<file path="src/hw/rtl/slm_pkg.sv">
// shared types and constants of the sorted list merge block
`timescale 1ns / 1ps

package slm_pkg;

	// field widths fixed by the item format
	localparam int ValueWidth = 32;
	localparam int PosWidth   = 4;
	localparam int LenWidth   = 5;

	// list_length after reset
	localparam logic [LenWidth-1:0] LenReset = 5'd16;

	// commands from the controller to the datapath
	typedef struct packed {
		logic load;    // input transfer: store element, bump its fill count
		logic start;   // merge begins: clear the read pointers
		logic cmp;     // compare list heads, load output register, advance a pointer
		logic clear;   // last result taken: empty both lists
	} ctrl_cmd_t;

	// status from the datapath to the controller
	typedef struct packed {
		logic trigger;   // both lists full after the element in transfer
		logic last;      // output register holds the final result
	} dp_status_t;

endpackage

</file>
<file path="src/hw/rtl/slm_controller.sv">
// controller: load, fetch, compare and emit sequencing
`timescale 1ns / 1ps

module slm_controller (
	input  logic                clk,
	input  logic                arst_n,
	input  logic                in_valid,
	output logic                in_ready,
	output logic                out_valid,
	input  logic                out_ready,
	input  slm_pkg::dp_status_t status,
	output slm_pkg::ctrl_cmd_t  cmd
);
	import slm_pkg::*;

	localparam logic [1:0] StLoad = 2'd0;
	localparam logic [1:0] StRead = 2'd1;
	localparam logic [1:0] StCmp  = 2'd2;
	localparam logic [1:0] StEmit = 2'd3;

	logic [1:0] state_q, state_next;

	// state register
	always_ff @(posedge clk or negedge arst_n) begin
		if (!arst_n) begin
			state_q <= StLoad;
		end else begin
			state_q <= state_next;
		end
	end

	// next state and commands
	always_comb begin
		state_next = state_q;
		cmd        = '0;
		in_ready   = 1'b0;
		out_valid  = 1'b0;
		unique case (state_q)
			StLoad: begin
				in_ready = 1'b1;
				if (in_valid) begin
					cmd.load = 1'b1;
					if (status.trigger) begin
						cmd.start  = 1'b1;
						state_next = StRead;
					end
				end
			end
			StRead: begin
				state_next = StCmp;
			end
			StCmp: begin
				cmd.cmp    = 1'b1;
				state_next = StEmit;
			end
			StEmit: begin
				out_valid = 1'b1;
				if (out_ready) begin
					if (status.last) begin
						cmd.clear  = 1'b1;
						state_next = StLoad;
					end else begin
						state_next = StCmp;
					end
				end
			end
			default: begin
				state_next = StLoad;
			end
		endcase
	end

endmodule

</file>
<file path="config.mk">
export PLATFORM = sky130hd
export DESIGN_NAME = slm_controller
export DESIGN_NICKNAME = d
export VERILOG_FILES = /design/src/hw/rtl/slm_pkg.sv /design/src/hw/rtl/slm_controller.sv
export SDC_FILE = /design/constraint.sdc
export NUM_CORES = 1
export LEC_CHECK = 0
export ABC_AREA = 1
export BUFFER_PORTS_ARGS = -buffer_cell sky130_fd_sc_hd__buf_2
export CORE_AREA = 2 2 39 41
export DETAILED_ROUTE_END_ITERATION = 6
export DIE_AREA = 0 0 41 43
export RECOVER_POWER = 100
export SLEW_MARGIN = 20
export SYNTH_ARGS = -nofsm -noshare
export SYNTH_HDL_FRONTEND = slang
export SYNTH_SLANG_ARGS = --single-unit
export TNS_END_PERCENT = 30
</file>
<file path="constraint.sdc">
create_clock -name clk -period 1 [get_ports clk]
set_input_delay 0.1 -clock clk [delete_from_list [all_inputs] [get_ports clk]]
set_output_delay 0.1 -clock clk [all_outputs]
set_load 0.05 [all_outputs]
</file>
## Word-level counts from Yosys, hierarchy flattened

Index checks and enable logic that the tools add are counted.

- Flip-flop bits (word level): 2
- Latch bits: 0
- RAM bits: 0
- ROM bits: 0
- Bits of input ports: 6
- Output and inout bits: 6
- Word-level logic and storage cells: 23
- Memories: 0

- Add/subtract/negate cells: 0
- Multiply operators: 0
- Div/mod/pow operators: 0
- $lt $le $gt $ge: 0
- Equality and inequality tests: 6
- Shift operators: 0
- Muxes and demuxes: 14
- Bitwise gates (word level): 0
- Reductions and logical operators: 2

Operators with widths:

| cell | count |
|---|---|
| $mux W2 | 6 |
| $pmux W2 S4 | 1 |
| $mux W1 | 7 |
| $ne A2 B2 Y1 const B | 3 |
| $eq A2 B2 Y1 const B | 2 |
| $reduce_and A3 Y1 | 1 |
| $eq A2 B1 Y1 const B | 1 |
| $logic_not A2 Y1 | 1 |

## Longest topological paths before layout

- Depth after elaboration: 3
- Gate-level depth with buffers: 4
- Depth with buffers taken out: 4

## Worst setup path after synthesis

No wires, ideal clock.

- Kind: register to output
- Start point: reg state_q[0]
- End point: out cmd[2] in the netlist's numbering
- Arrival: 1.219 ns
- Required time: 0.900 ns
- Slack: -0.319 ns
- Cell stages (with the launch flop): 4
- Path through: dfrtp_1 > inv_1 > nand3_1 > nor2_1

RTL lines:

| what | RTL line | RTL |
|---|---|---|
| from (decl) | slm_controller.sv:21 | `logic [1:0] state_q, state_next;` |
| from (signal assigned) | slm_controller.sv:26 | `state_q <= StLoad;` |
| from (signal assigned) | slm_controller.sv:28 | `state_q <= state_next;` |
| to (decl) | slm_controller.sv:12 | `output slm_pkg::ctrl_cmd_t cmd` |

==> run metrics <==
Worst EP required 0.90 ns; Std-Cell Rows 14; async set-reset flop share out of synthesis 100%; nets@finish 47; flip-flop count of the largest register after layout 2; core area 1380 um^2; clock latency at the later pin of the worst-skew pair 0.23 ns; Synth Area per Inst 6.02 um^2; crit-path cells buf_4 -> nand3_2 -> nor2_2 -> buf_6; Worst Hold End state_q[1]; delay-heaviest family, CP flip-flops; input/output buffers 11; Yosys top cell by area dfrtp_1; maxcap violations 0; worst setup margin -0.132 ns; GR Util All Layers 6.02%; Hold Startpoint out_ready; CP Class register to output pin; Final Setup Violations 6; die area 1760 um^2; Hold Path Depth 4; pin count of the biggest net entering global routing 8; R2R setup slack 0.11 ns; Die H 43 um; non-filler cells, final 55; H-tree levels 1; share of cells above drive strength 1 59.0%; Worst R2R Start state_q[0]; IO Pins 12; EDFF count, synth 0; Main synth FF type dfrtp_1; Cell Pwr Density 3350 nW/um^2; antenna violations before repair 0; Residual DRC 0; VDD IR max 0.000723 V; effective utilization at floorplan 9.13%; post-layout min period 1.13 ns; worst reg2reg path depth 5; Final Max Tran Viols 0; global-route wire length before repair 593 um; outcome complete, but fails checks; Fin Clk Skew 0.00635 ns; worst slack, placed -0.0362 ns; Cells after DPL 51; DR vias 188; CTS Root Cell clkbuf_4; Synthesized Nets 27; Post-Synthesis Cells 21; R2R Path End state_q[1]; nature of the critical path startpoint register; number of diodes 0; final hold violations 0; Longest Clk Path Bufs 2; clk sinks 2; DP Wirelength 292 um; Worst slew margin 90.3%; flops & latches, synth 2; sequential area share after synthesis 39.6%; failing checks setup timing; Final Wtd Congestion 0.575; DR vias/cell 3.42; crit share post-route 113%; P&R area growth vs syn 144%; critical path launch point state_q[0]; total CTS buffers 3; grt ovf 0; top-area cell type share of the netlist area 39.6%; Largest Register state_q; die span in x 41 um; final WL 383 um; Setup Fix Bufs, Post-CTS 0; HP Class primary input to register; Netlist cell types 5; Routed WL per cell 6.96 um; number of global-route vias before repair 168; Area contributors post-synth dfrtp_1 40%, inv_1 18%, nand2_1 18%; top flop regs state_q (2); static leakage 0.177 nW; clock edge transition at the registers on the reported setup and hold paths 0.03 ns; slowest cell on the critical path dfrtp_1; Crit. End Element output pin; Crit path largest cell delay 0.34 ns; CP Max Fanout 3; Worst-Margin Slew 0.145 ns; CTS tree done; RSZ-0062 raised after global routing yes; Netlist Area Pre-Place 126 um^2; Worst EP arrival 1.03 ns; Buf/Inv on CP 2; synth warn 0; FMAX 883 MHz; top cells by count, synth 6 x inv_1, 6 x nand2_1, 4 x nand3_1, 3 x nor2_1, 2 x dfrtp_1; first drt pass iteration count 2; Starting DRT DRC Count 2; post-route ant nets 0
## tightest hold or removal path, stage by stage
cell and delay, ns:
buf_2 0.08, inv_1 0.05, nand3_1 0.08, nand2_1 0.06
## final cells by class
class                   instances  area (um^2)
multi-input cells              13         71.3
repair buffers                 15          120
clock buffers                   3         22.5
inverters                       6         22.5
well taps                      16         20.0
flip-flops and latches          2         51.3
fillers                       162         1080
## placed cells by master (no fill, tap or decap), types with 2 or more instances in the layout
master,count
buf_2,4
buf_4,4
buf_6,5
clkbuf_4,3
inv_1,5
nand2_1,6
nand3_1,2
nand3_2,2
nor2_2,3
## where the power goes
part / leakage [nW] / switching [W] / internal [W]
logic: 0.142 / 0.000436 / 0.000245
clock network: 0.0138 / 0.0000501 / 0.000133
registers: 0.0210 / 0.0000449 / 0.000121
## how the worst max path moves through the flow
stage,endpoint,slack (ns),depth (start not counted)
after floorplan,cmd[2],-0.11,3
after global placement,cmd[2],-0.03,4
after detailed placement,cmd[0],-0.04,3
after CTS,cmd[0],-0.17,4
after global routing,cmd[0],-0.19,4
final,cmd[0],-0.13,4
## per-layer routing
layer / up-vias / GRT usage, % / part of all wire [%]
met5: - / 0 / 0
met2: 7 / 7.19 / 53
met1: 83 / 4.18 / 39
met3: 0 / 6.28 / 8.1
met4: 0 / 8.00 / 0
li1: 98 / - / -
## what timing repair did
action                                  CTS  global route
hold buffers                              1             0
pin swaps                                 2             1
hold endpoints to repair                  2             0
resized for setup                        15             0
endpoints found under the setup margin    6             6
## cell families (layout without fill, tap and decap cells)
logic type	after synthesis	count (layout)	synth area share, %
DFF	2	2	39.6
and+or+nand+nor	13	13	42.6
buffers and inverters	6	24	17.8
## per-stage QoR
step                hold WS, ns  util (%)  instance area (um^2)  total power (W)  setup TNS, ns
floorplan                -0.196         -                   134         0.000572         -0.248
global placement         -0.113      16.7                   231         0.000737        -0.0476
detailed placement       -0.113      16.7                   231         0.000739        -0.0553
CTS                       0.173      22.3                   309          0.00105         -0.761
global route              0.203      22.2                   308          0.00111          -1.00
finish                    0.177      22.2                   308          0.00103         -0.633
(Power assumes the default switching activity.)
