<file path="src/hw/rtl/slm_pkg.sv">
// shared types and constants of the sorted list merge block
`timescale 1ns / 1ps

package slm_pkg;

	// field widths fixed by the item format
	localparam int ValueWidth = 32;
	localparam int PosWidth   = 4;
	localparam int LenWidth   = 5;

	// list_length after reset
	localparam logic [LenWidth-1:0] LenReset = 5'd16;

	// commands from the controller to the datapath
	typedef struct packed {
		logic load;    // input transfer: store element, bump its fill count
		logic start;   // merge begins: clear the read pointers
		logic cmp;     // compare list heads, load output register, advance a pointer
		logic clear;   // last result taken: empty both lists
	} ctrl_cmd_t;

	// status from the datapath to the controller
	typedef struct packed {
		logic trigger;   // both lists full after the element in transfer
		logic last;      // output register holds the final result
	} dp_status_t;

endpackage

</file>
<file path="src/hw/rtl/slm_ram.sv">
// generic single write port, single read port ram with registered read
`timescale 1ns / 1ps

module slm_ram #(
	parameter int WIDTH = 32,
	parameter int DEPTH = 16
) (
	input  logic                     clk,
	input  logic                     wr_en,
	input  logic [$clog2(DEPTH)-1:0] wr_addr,
	input  logic [WIDTH-1:0]         wr_data,
	input  logic [$clog2(DEPTH)-1:0] rd_addr,
	output logic [WIDTH-1:0]         rd_data
);

	logic [WIDTH-1:0] mem_q [DEPTH];

	// write port
	always_ff @(posedge clk) begin
		if (wr_en) begin
			mem_q[wr_addr] <= wr_data;
		end
	end

	// registered read port
	always_ff @(posedge clk) begin
		rd_data <= mem_q[rd_addr];
	end

endmodule

</file>
<file path="src/hw/rtl/slm_datapath.sv">
// datapath: list stores, fill counts, merge pointers and output register
`timescale 1ns / 1ps

module slm_datapath #(
	parameter int MAX_LIST_LEN = 16
) (
	input  logic                                clk,
	input  logic                                arst_n,
	input  logic                                cfg_wr_en,
	input  logic [slm_pkg::LenWidth-1:0]        cfg_wr_data,
	input  logic signed [slm_pkg::ValueWidth-1:0] element_value,
	input  logic                                from_second,
	input  slm_pkg::ctrl_cmd_t                  cmd,
	output slm_pkg::dp_status_t                 status,
	output logic signed [slm_pkg::ValueWidth-1:0] merged_value,
	output logic                                came_from_second,
	output logic [slm_pkg::PosWidth-1:0]        source_position,
	output logic                                last_of_merge
);
	import slm_pkg::*;

	localparam int CW = $clog2(MAX_LIST_LEN + 1);
	localparam int IW = $clog2(MAX_LIST_LEN);
	localparam logic [5:0] MaxLen6 = 6'(MAX_LIST_LEN);

	logic [LenWidth-1:0]   len_q;
	logic [CW-1:0]         eff_len;
	logic [5:0]            len_ext;
	logic [CW-1:0]         f_cnt_q, s_cnt_q, f_cnt_next, s_cnt_next;
	logic                  f_wr, s_wr;
	logic                  both_full;
	logic [CW-1:0]         i_q, j_q;
	logic [ValueWidth-1:0] f_rd, s_rd;
	logic                  take_first;
	logic [CW:0]           pos_sum;
	logic                  last_now;
	logic signed [ValueWidth-1:0] value_q;
	logic                  src_q;
	logic [PosWidth-1:0]   pos_q;
	logic                  last_q;

	// length register
	always_ff @(posedge clk or negedge arst_n) begin
		if (!arst_n) begin
			len_q <= LenReset;
		end else if (cfg_wr_en) begin
			len_q <= cfg_wr_data;
		end
	end

	// effective length: zero acts as one, clamp at store depth
	always_comb begin
		len_ext = {1'b0, len_q};
		if (len_ext == 6'd0) begin
			eff_len = CW'(1);
		end else if (len_ext > MaxLen6) begin
			eff_len = CW'(MAX_LIST_LEN);
		end else begin
			eff_len = CW'(len_ext);
		end
	end

	// store writes and next fill counts for an input transfer
	always_comb begin
		f_wr       = cmd.load && !from_second && (f_cnt_q < eff_len);
		s_wr       = cmd.load && from_second && (s_cnt_q < eff_len);
		f_cnt_next = f_wr ? f_cnt_q + CW'(1) : f_cnt_q;
		s_cnt_next = s_wr ? s_cnt_q + CW'(1) : s_cnt_q;
		both_full  = (f_cnt_next >= eff_len) && (s_cnt_next >= eff_len);
	end

	// fill counts
	always_ff @(posedge clk or negedge arst_n) begin
		if (!arst_n) begin
			f_cnt_q <= '0;
			s_cnt_q <= '0;
		end else if (cmd.clear) begin
			f_cnt_q <= '0;
			s_cnt_q <= '0;
		end else begin
			f_cnt_q <= f_cnt_next;
			s_cnt_q <= s_cnt_next;
		end
	end

	slm_ram #(.WIDTH(ValueWidth), .DEPTH(MAX_LIST_LEN)) u_first_ram (
		.clk     (clk),
		.wr_en   (f_wr),
		.wr_addr (f_cnt_q[IW-1:0]),
		.wr_data (element_value),
		.rd_addr (i_q[IW-1:0]),
		.rd_data (f_rd)
	);

	slm_ram #(.WIDTH(ValueWidth), .DEPTH(MAX_LIST_LEN)) u_second_ram (
		.clk     (clk),
		.wr_en   (s_wr),
		.wr_addr (s_cnt_q[IW-1:0]),
		.wr_data (element_value),
		.rd_addr (j_q[IW-1:0]),
		.rd_data (s_rd)
	);

	// head compare, first list wins ties
	always_comb begin
		if (i_q >= eff_len) begin
			take_first = 1'b0;
		end else if (j_q >= eff_len) begin
			take_first = 1'b1;
		end else begin
			take_first = $signed(f_rd) <= $signed(s_rd);
		end
		pos_sum  = {1'b0, i_q} + {1'b0, j_q} + (CW+1)'(1);
		last_now = pos_sum == {eff_len, 1'b0};
	end

	// merge pointers
	always_ff @(posedge clk or negedge arst_n) begin
		if (!arst_n) begin
			i_q <= '0;
			j_q <= '0;
		end else if (cmd.start) begin
			i_q <= '0;
			j_q <= '0;
		end else if (cmd.cmp) begin
			if (take_first) begin
				i_q <= i_q + CW'(1);
			end else begin
				j_q <= j_q + CW'(1);
			end
		end
	end

	// output register
	always_ff @(posedge clk) begin
		if (cmd.cmp) begin
			value_q <= take_first ? $signed(f_rd) : $signed(s_rd);
			src_q   <= !take_first;
			pos_q   <= take_first ? PosWidth'(i_q) : PosWidth'(j_q);
			last_q  <= last_now;
		end
	end

	assign status           = '{trigger: both_full, last: last_q};
	assign merged_value     = value_q;
	assign came_from_second = src_q;
	assign source_position  = pos_q;
	assign last_of_merge    = last_q;

endmodule

</file>
<file path="config.mk">
export PLATFORM = sky130hd
export DESIGN_NAME = slm_datapath
export DESIGN_NICKNAME = d
export VERILOG_FILES = /design/src/hw/rtl/slm_pkg.sv /design/src/hw/rtl/slm_ram.sv /design/src/hw/rtl/slm_datapath.sv
export SDC_FILE = /design/constraint.sdc
export NUM_CORES = 1
export LEC_CHECK = 0
export BUFFER_PORTS_ARGS = -buffer_cell sky130_fd_sc_hd__buf_2
export CAP_MARGIN = 20
export CORE_ASPECT_RATIO = 0.75
export CORE_MARGIN = 1
export CORE_UTILIZATION = 62
export CTS_CLUSTER_DIAMETER = 80
export CTS_CLUSTER_SIZE = 20
export DETAILED_ROUTE_END_ITERATION = 7
export HOLD_SLACK_MARGIN = 0.06
export MAX_ROUTING_LAYER = met4
export PLACE_DENSITY = 0.79
export REMOVE_ABC_BUFFERS = 1
export SETUP_SLACK_MARGIN = 0.2
export SYNTH_ARGS = -nofsm -noshare
export SYNTH_HDL_FRONTEND = slang
export SYNTH_SLANG_ARGS = --single-unit
</file>
<file path="constraint.sdc">
create_clock -name clk -period 11 [get_ports clk]
set_input_delay 2.2 -clock clk [delete_from_list [all_inputs] [get_ports clk]]
set_output_delay 2.2 -clock clk [all_outputs]
set_load 0.01 [all_outputs]
</file>
; Yosys cells after proc, flatten, opt, wreduce, memory -nomap -nowiden
; Memory sizes are Yosys's and may differ from the RTL's. A register that Yosys moved wholly into a read port is not among the register bits.
; Index checks and enable logic that the tools add are counted.
[op_classes]
n_addsub = 6
magnitude_cmp = 8
n_eq_ne = 2
muxes = 20
n_reduce_logical = 12
[ops]
columns = op, count
row1 = two-way mux 5 bit, 12
row2 = <= comparator 32 bit, 1
row3 = two-way mux 32 bit, 1
row4 = adder 5 x 1 -> 5 bit (second input constant), 4
row5 = greater-or-equal comparator 5 bit, 4
row6 = < comparator 5 bit, 2
row7 = adder 5 x 5 -> 6 bit, 1
row8 = adder 6 x 1 -> 6 bit (second input constant), 1
row9 = == test 6 bit, 1
row10 = two-way mux 1 bit, 6
row11 = > comparator 5 bit (second input constant), 1
row12 = logical AND 1 bit, 5
row13 = zero test 5 bit, 1
row14 = two-way mux 4 bit, 1
row15 = AND reduction 2 bit, 2
row16 = nonzero test 2 bit, 2
row17 = zero test 1 bit, 2
row18 = inequality test 2 bit (second input constant), 1
[totals]
register_bits = 63
ramBits = 1024
inputBits = 45
output_inout_bits = 40
mem_count = 2
[memory_table]
columns = name, words, word_bits, read_ports, rd_ports_with_merged_regs, wr, line_no
row1 = u_first_ram.mem_q, 16, 32, 1, 1, 1, slm_ram.sv:16  ; logic [WIDTH-1:0] mem_q [DEPTH];
row2 = u_second_ram.mem_q, 16, 32, 1, 1, 1, slm_ram.sv:16

; Logic depth before layout (Yosys ltp)
; Gate-level depths: netlist of the first run.
[depth]
ltp_word = 9
depth_mapped = 17
mapped_depth_nobuf = 15

; Cells and area by module
; A second synthesis of the first run with hierarchy kept.
[hier_totals]
cells_unflattened = 2117
hier_area_um2 = 44073.5
[modules_own_cells]
columns = module, n_inst, cells_per_inst, area_per_inst_um2, seq_area_each_um2
row1 = slm_ram, 2, 838, 19854.0, 16015.4
row2 = slm_datapath, 1, 441, 4365.4, 1767.9

; Worst setup path before layout of the first run
; No wires, ideal clock.
[synth_path]
path_type = in2out
start = in from_second
end = out status[1] (netlist bit)
arrival_time_ns = 4.251
setup_slack_ns = 4.549
path_stages = 9
cell_sequence = nor2_1 -> o211a_1 -> buf_4 -> and4_1 -> xor2_1 -> ha_1 -> a21oi_1 -> nor2_1 -> buf_4
[synth_between]
elab_chain_len = 6
[synth_rtl]
columns = element, line_no
row1 = from (decl), slm_datapath.sv:12  ; input logic from_second,
row2 = zero test 1 bit, slm_datapath.sv:65  ; f_wr = cmd.load && !from_second && (f_cnt_q < eff_len);
row3 = logical AND 1 bit (2 in series), slm_datapath.sv:65
row4 = two-way mux 5 bit, slm_datapath.sv:67  ; f_cnt_next = f_wr ? f_cnt_q + CW'(1) : f_cnt_q;
row5 = greater-or-equal comparator 5 bit, slm_datapath.sv:69  ; both_full = (f_cnt_next >= eff_len) && (s_cnt_next >= eff_len);
row6 = logical AND 1 bit (*), slm_datapath.sv:69
row7 = to (decl), slm_datapath.sv:14  ; output slm_pkg::dp_status_t status,
; Mark *: on every way between the ends. The rest lies on a longest branch, timed or not.

==> results of run 1 <==
==> registers in the layout, indices dropped and copies added, names as in the netlist <==
signal / cells
len_q: 5
u_first_ram.mem_q: 512
f_cnt_q: 5
u_second_ram.rd_data: 32
s_cnt_q: 5
j_q: 5
u_first_ram.rd_data: 32
last_of_merge: 1
u_second_ram.mem_q: 512
merged_value: 32
came_from_second: 1
i_q: 5
source_position: 4
==> power by group through the flow <==
stage	clock, mW	combinational (mW)	sequential [mW]
after CTS	2.64	2.16	5.23
after global routing	2.80	2.30	5.26
after global placement	0	2.08	5.32
after detailed placement	0	2.14	5.33
after floorplan	0	1.46	5.47
final	2.61	2.15	5.23
==> routing by layer <==
layer  share of wire  global-route usage
met1            0.38               0.406
met2            0.48               0.446
met3            0.11              0.0695
met4           0.025              0.0802
met5               0                   -
==> path summary, 6_finish.rpt <==
| check | from | endpoint | cells past startpoint |
|---|---|---|---|
| worst min register to register | u_first_ram.rd_data[21] | merged_value[21] | 2 |
| worst max-delay path | len_q[4] | status[1] | 16 |
| max in group asynchronous | arst_n | i_q[0] | 1 |
| worst max register to register | len_q[1] | i_q[2] | 14 |
| min in group asynchronous | arst_n | s_cnt_q[1] | 1 |
| worst min-delay path | u_first_ram.rd_data[21] | merged_value[21] | 2 |
==> worst reg2reg max path: cells and delay by family (launching register included) <==
family | cells | cell delay (ns)
AOI/OAI and AO/OA | 5 | 0.87
and+or+nand+nor | 6 | 1.76
DFF | 1 | 0.41
buffers and inverters | 2 | 0.93
adders and majority gates | 1 | 0.35
==> area by class of cell <==
cell class / instances / area (sq um) / area share
sequential: 1151 / 33800 / 0.704
inverter: 54 / 203 / 0.00422
antenna: 1 / 2.50 / 0.0000521
clock inverter: 8 / 87.6 / 0.00182
timing repair buffer: 139 / 846 / 0.0176
multi-input combinational: 694 / 9950 / 0.207
clock buffer: 117 / 1950 / 0.0406
tap: 946 / 1180 / 0.0246
==> kinds of logic (layout without fill, tap and decap cells) <==
kind of cell,Yosys count,in the layout,synth area share
XOR/XNOR,15,15,0.00297
adder cells (fa/ha/maj),76,76,0.0217
AND/OR/NAND/NOR,171,171,0.0199
AO/OA/AOI/OAI,107,107,0.0138
multiplexers,325,325,0.164
buffers and inverters,148,318,0.0137
flip-flops,1151,1151,0.764
other,0,1,0
==> cells in the mapped netlist (all sizes together) (4+ instances only) <==
| master | number |
|---|---|
| a21o | 7 |
| a21oi | 28 |
| and2 | 16 |
| and4 | 4 |
| buf | 48 |
| clkbuf | 46 |
| dfrtp | 24 |
| dfxtp | 64 |
| edfxtp | 1062 |
| ha | 75 |
| inv | 54 |
| mux2 | 4 |
| mux4 | 320 |
| nand2 | 63 |
| nand2b | 7 |
| nand3 | 8 |
| nand4 | 11 |
| nor2 | 20 |
| nor2b | 11 |
| nor3 | 10 |
| nor3b | 5 |
| o211ai | 4 |
| o21ai | 56 |
| or3 | 5 |
| xnor2 | 13 |
==> placed cells by master (no fill, tap or decap), types with 8 or more instances in the layout <==
cell type	instances
a21oi_1	28
mux4_2	320
nor2b_1	11
dfrtp_1	16
dfxtp_1	64
and2_2	16
edfxtp_1	1062
o21ai_0	55
nand2_1	63
buf_2	84
nor2_1	13
ha_1	75
buf_4	54
nand3_1	8
nand4_1	11
clkbuf_16	71
inv_1	52
xnor2_1	13
clkbuf_1	46
==> stage by stage <==
| stage | power, mW | instance area [sq um] | setup WS, ns |
|---|---|---|---|
| 5_1_grt | 10.4 | 48000 | 4.31 |
| 3_5_place_dp | 7.47 | 46000 | 4.65 |
| 6_report | 9.99 | 48000 | 4.59 |
| 3_3_place_gp | 7.41 | 46000 | 4.68 |
| 4_1_cts | 10.0 | 48000 | 4.62 |
| 2_1_floorplan | 6.94 | 43800 | 2.74 |
==> results.sh, run 1 <==
export IMPL_inserted_clock_buffers=68
export IMPL_synth_yosys_seq_area_share=0.764
export IMPL_critical_path_slowest_cell="dfstp_2"
export IMPL_dp_cells=2983
export IMPL_timing_final_max_slew_violations=0
export IMPL_max_cap_violations=0
export IMPL_count_of_synthesis_stage_warnings_from_yosys=0
export IMPL_h_tree_lvls=3
export IMPL_drive_gt1_frac=0.272
export IMPL_path_class="flop to primary output"
export IMPL_cts_tree="built"
export IMPL_grt_setup_unrepaired="false"
export IMPL_synth_lib_cells_used_distinct=52
export IMPL_status="finished clean"
export IMPL_half_perimeter_wire_length_after_placement_um=55800
export IMPL_drt_iter0_markers=3026
export IMPL_design_final_nets=2229
export IMPL_post_route_drc_violation_count=0
export IMPL_critical_path_required_ns=8.80
export IMPL_power_frac_comb=0.215
export IMPL_worst_path_buf_inv=2
export IMPL_net_switching_power_mw=2.73
export IMPL_cts_hold_buffers_added=0
export IMPL_drtPass1Iterations=6
export IMPL_synthDominantAreaCellType="edfxtp_1"
export IMPL_worst_slew_pin_slew_ns=1.18
export IMPL_grt_use_total=0.293
export IMPL_cp_slowest_stage_delay_ns=0.58
export IMPL_grt_overflow=0
export IMPL_design_core_area_sq_mm=0.0703
export IMPL_ys_ff_latch=1151
export IMPL_first_global_vias=21500
export IMPL_final_fill_count=4124
export IMPL_wl_per_cell_um=32.0
export IMPL_hold_ws_ns=0.573
export IMPL_intPower_mw=7.26
export IMPL_timing_final_hold_violations=0
export IMPL_antenna_left=0
export IMPL_width_of_the_chip_um=310
export IMPL_cts_root_buf="clkbuf_16"
export IMPL_area_growth_synth_to_final_pct=8.57
export IMPL_viasPerCell=6.78
export IMPL_pin_count_of_the_biggest_net_entering_global_routing=74
export IMPL_maxSlewHeadroom=0.212
export IMPL_crit_fanout=10
export IMPL_setup_worst_path_end_class="primary output"
export IMPL_max_fclk_mhz=156
export IMPL_antenna_found_initial=2
export IMPL_post_synth_main_area_contributors="edfxtp_1 72%, mux4_2 16%, dfxtp_1 2.9%"
export IMPL_clk_transition_reported_paths_ns=0.09
export IMPL_peakVddDrop_v=0.000172
export IMPL_cts_sink_count=1151
export IMPL_cts_resized=0
export IMPL_worst_path_cell_trace="inv_1 > nand2_1 > ha_1 > a21o_1 > a211oi_1 > o21a_1 > xnor2_1 > ha_1 > nand2b_1 > a21oi_1 > nor2b_1 > o21ai_0 > nand2b_1 > a21oi_1 > nor2_1 > buf_2"
export IMPL_r2r_slack_ns=6.62
export IMPL_p_clk_frac=0.261
export IMPL_syn_inst=1993
export IMPL_final_min_period_over_clock_period=0.583
export IMPL_initial_cell_density_of_the_core=0.629
export IMPL_power_static_leakage_nw=15.2
export IMPL_postSynth_asyncResetShare=0.0217
export IMPL_critPathTopFamily="compound AO/OA/AOI/OAI gates"
export IMPL_final_setup_viol_count=0
export IMPL_synth_avg_cell_area_sq_um=22.2
export IMPL_die_height_um=233
export IMPL_die_area_sq_mm=0.0725
export IMPL_detailroute_via_count=21100
export IMPL_count_of_buffers_added_by_post_cts_timing_repair_for_setup=0
export IMPL_synth_top_area_frac=0.721
export IMPL_routed_wl_um=99500
export IMPL_cts_buffer_depth=3
export IMPL_tns_ns=0
export IMPL_insertion_delay_ns=0.65
export IMPL_period_needed_ns=6.41
export IMPL_sequentialPowerShare=0.524
export IMPL_cp_arrival_ns=4.21
export IMPL_mappedNetlistArea_sq_mm=0.0442
export IMPL_placement_io_buffers=84
export IMPL_placement_rows=84
export IMPL_power_density_mw_per_mm2=208
export IMPL_top_level_ports=85
export IMPL_ys_flop_type="edfxtp_1"
export IMPL_sw_frac_of_total=0.273
export IMPL_hold_path_class="flop to flop"
export IMPL_synth_enable_flop_cells=1062
export IMPL_core_occupancy_in_the_finished_layout=0.683
export IMPL_wire_length_of_the_first_global_routing_pass_um=144000
export IMPL_gpl_final_weighted_congestion=0.867
export IMPL_fin_cells=3110
export IMPL_worst_setup_path_start_kind="flop"
export IMPL_finClkSkew_ns=0.0466
Note: power is estimated with default switching activity, not from simulation.
==> run 2: changes to the inputs <==
- clock period: 11 -> 6.65 ns (I/O delays scaled with it)
==> run 2 against run 1 <==
Hold slack worse by 0.0096 ns. Sequential power rose by 67%. Routed wire length down 1.4%. Worst setup slack lost 3.6 ns. Core utilization down 0.31 points. Sequential share of layout area up 0.32 points. Critical endpoint unchanged. Final cell count fell by 0.45%. Sequential cell count unchanged. Cell area shrank 0.45%. Combinational power rose by 58%. Non-clock buffer count fell by 8. Power is 63% higher. Largest power group unchanged.
==> results.sh, run 2 (synthesized netlist as in run 1, its figures left out) <==
export IMPL_r2r_slack_ns=2.57
export IMPL_path_class="flop to primary output"
export IMPL_max_fclk_mhz=177
export IMPL_width_of_the_chip_um=310
export IMPL_hold_ws_ns=0.563
export IMPL_worst_hold_startpoint="u_first_ram.rd_data[24]"
export IMPL_pre_cts_slack_ns=1.77
export IMPL_cts_sink_count=1151
export IMPL_worst_path_buf_inv=2
export IMPL_final_cell_mix="1062 x edfxtp_1, 320 x mux4_2, 84 x buf_2"
export IMPL_final_common_cell="edfxtp_1"
export IMPL_reg_top3="u_first_ram.mem_q (512), u_second_ram.mem_q (512)"
export IMPL_count_of_buffers_added_by_post_cts_timing_repair_for_setup=0
export IMPL_antenna_found_initial=3
export IMPL_die_height_um=233
export IMPL_design_final_nets=2220
export IMPL_grt_setup_unrepaired="false"
export IMPL_h_tree_lvls=3
export IMPL_grt_overflow=0
export IMPL_pin_count_of_the_biggest_net_entering_global_routing=57
export IMPL_crit_fanout=10
export IMPL_clk_transition_reported_paths_ns=0.09
export IMPL_core_occupancy_in_the_finished_layout=0.680
export IMPL_post_route_drc_violation_count=0
export IMPL_number_of_cells_traversed_by_the_worst_register_to_register_path=10
export IMPL_cts_buffer_depth=3
export IMPL_max_cap_violations=0
export IMPL_cts_hold_buffers_added=0
export IMPL_final_setup_viol_count=0
export IMPL_cts_root_buf="clkbuf_16"
export IMPL_cp_arrival_ns=4.33
export IMPL_status="finished clean"
export IMPL_gpl_final_weighted_congestion=0.825
export IMPL_finClkSkew_ns=0.0189
export IMPL_min_to="merged_value[24]"
export IMPL_critical_path_slowest_cell="dfstp_2"
export IMPL_antenna_left=0
export IMPL_power_static_leakage_nw=15.1
export IMPL_critical_path_required_ns=5.32
export IMPL_hold_depth=2
export IMPL_critPathTopFamily="compound AO/OA/AOI/OAI gates"
export IMPL_area_growth_synth_to_final_pct=8.08
export IMPL_final_min_period_over_clock_period=0.850
export IMPL_cp_slowest_stage_delay_ns=0.57
export IMPL_detailroute_via_count=20700
export IMPL_timing_final_hold_violations=0
export IMPL_peakVddDrop_v=0.000281
export IMPL_wire_length_of_the_first_global_routing_pass_um=143000
export IMPL_period_needed_ns=5.66
export IMPL_half_perimeter_wire_length_after_placement_um=54500
export IMPL_initial_cell_density_of_the_core=0.629
export IMPL_viasPerCell=6.69
export IMPL_rr_endpoint="merged_value[3]"
export IMPL_placement_cell_area_sq_mm=0.0459
export IMPL_power_density_mw_per_mm2=340
export IMPL_drtPass1Iterations=7
export IMPL_fin_area_sq_mm=0.0478
export IMPL_drive_gt1_frac=0.267
export IMPL_routed_wl_um=98200
export IMPL_placement_io_buffers=84
export IMPL_first_global_vias=20900
export IMPL_placement_rows=84
export IMPL_postLayoutSetupSlackWorst_ns=0.995
export IMPL_setup_worst_path_end_class="primary output"
export IMPL_worst_path_cell_trace="inv_1 > nand2_1 > ha_1 > a21o_1 > a211oi_1 > o211a_1 > xnor2_1 > ha_1 > nand2b_1 > a21oi_1 > nor2b_1 > o21ai_0 > nand2b_1 > a21oi_1 > nor2_1 > buf_2"
export IMPL_worst_setup_path_start_kind="flop"
export IMPL_dp_cells=2976
export IMPL_insertion_delay_ns=0.63
export IMPL_hold_path_class="flop to flop"
export IMPL_maxSlewHeadroom=0.322
export IMPL_top_level_ports=85
export IMPL_wl_per_cell_um=31.7
export IMPL_drt_iter0_markers=2523
export IMPL_cts_tree="built"
export IMPL_timing_final_max_slew_violations=0
export IMPL_fin_cells=3096
export IMPL_die_area_sq_mm=0.0725
export IMPL_inserted_clock_buffers=67
export IMPL_startpoint_of_the_lowest_slack_register_to_register_path="i_q[0]"
export IMPL_grt_use_total=0.291
export IMPL_cts_resized=0
export IMPL_worst_slew_pin_slew_ns=1.02
export IMPL_design_core_area_sq_mm=0.0703
==> run 2: changes by cell type in the layout (fill, tap and decap cells not counted), sizes merged <==
cell    previous run  this run
clkinv             5         0
diode              1         3
inv               57        58
clkbuf           117       113
buf              139       131
==> run 2: power by group <==
| part | internal, mW | leakage (nW) | total [mW] | switching [mW] |
|---|---|---|---|---|
| logic | 1.66 | 3.73 | 3.39 | 1.73 |
| registers | 8.32 | 10.5 | 8.71 | 0.399 |
| clock network | 1.92 | 0.900 | 4.15 | 2.23 |
==> run 2: worst min-delay path: cells and delay by family, from the launching register on <==
kind	cells	cell delay (ns)
compound gates	1	0.06
flops	1	0.35
simple gates	1	0.05
==> run 2: layout make-up <==
cell class	instances	area (sq um)
well taps	946	1180
clock inverters	4	37.5
clock buffers	113	1850
diodes	3	7.51
fillers	4165	22500
multi-input cells	694	9950
repair buffers	131	773
flip-flops and latches	1151	33800
inverters	54	203
==> run 2: how the worst max path moves through the flow <==
stage,start,end,depth (start not counted),slack (ns)
6_report,len_q[4],status[1],16,0.99
5_1_grt,len_q[4],status[1],16,0.81
4_1_cts,len_q[4],status[1],16,1.05
3_5_place_dp,len_q[4],status[1],16,1.77
3_3_place_gp,len_q[4],status[1],16,1.89
2_1_floorplan,i_q[0],i_q[2],11,-1.61
==> run 2: stage by stage <==
| step | TNS [ns] | total power, mW |
|---|---|---|
| after floorplan | -60.70 | 11.5 |
| after global placement | 0 | 12.2 |
| after detailed placement | 0 | 12.3 |
| after CTS | 0 | 16.3 |
| after global routing | 0 | 16.8 |
| final | 0 | 16.2 |
==> run 2: layer usage <==
layer | part of all wire | vias to the layer above | GRT usage
met3 | 0.091 | 171 | 0.0510
met1 | 0.40 | 11000 | 0.413
met2 | 0.48 | 1132 | 0.444
li1 | - | 8447 | -
met5 | 0 | - | -
met4 | 0.027 | 0 | 0.0804
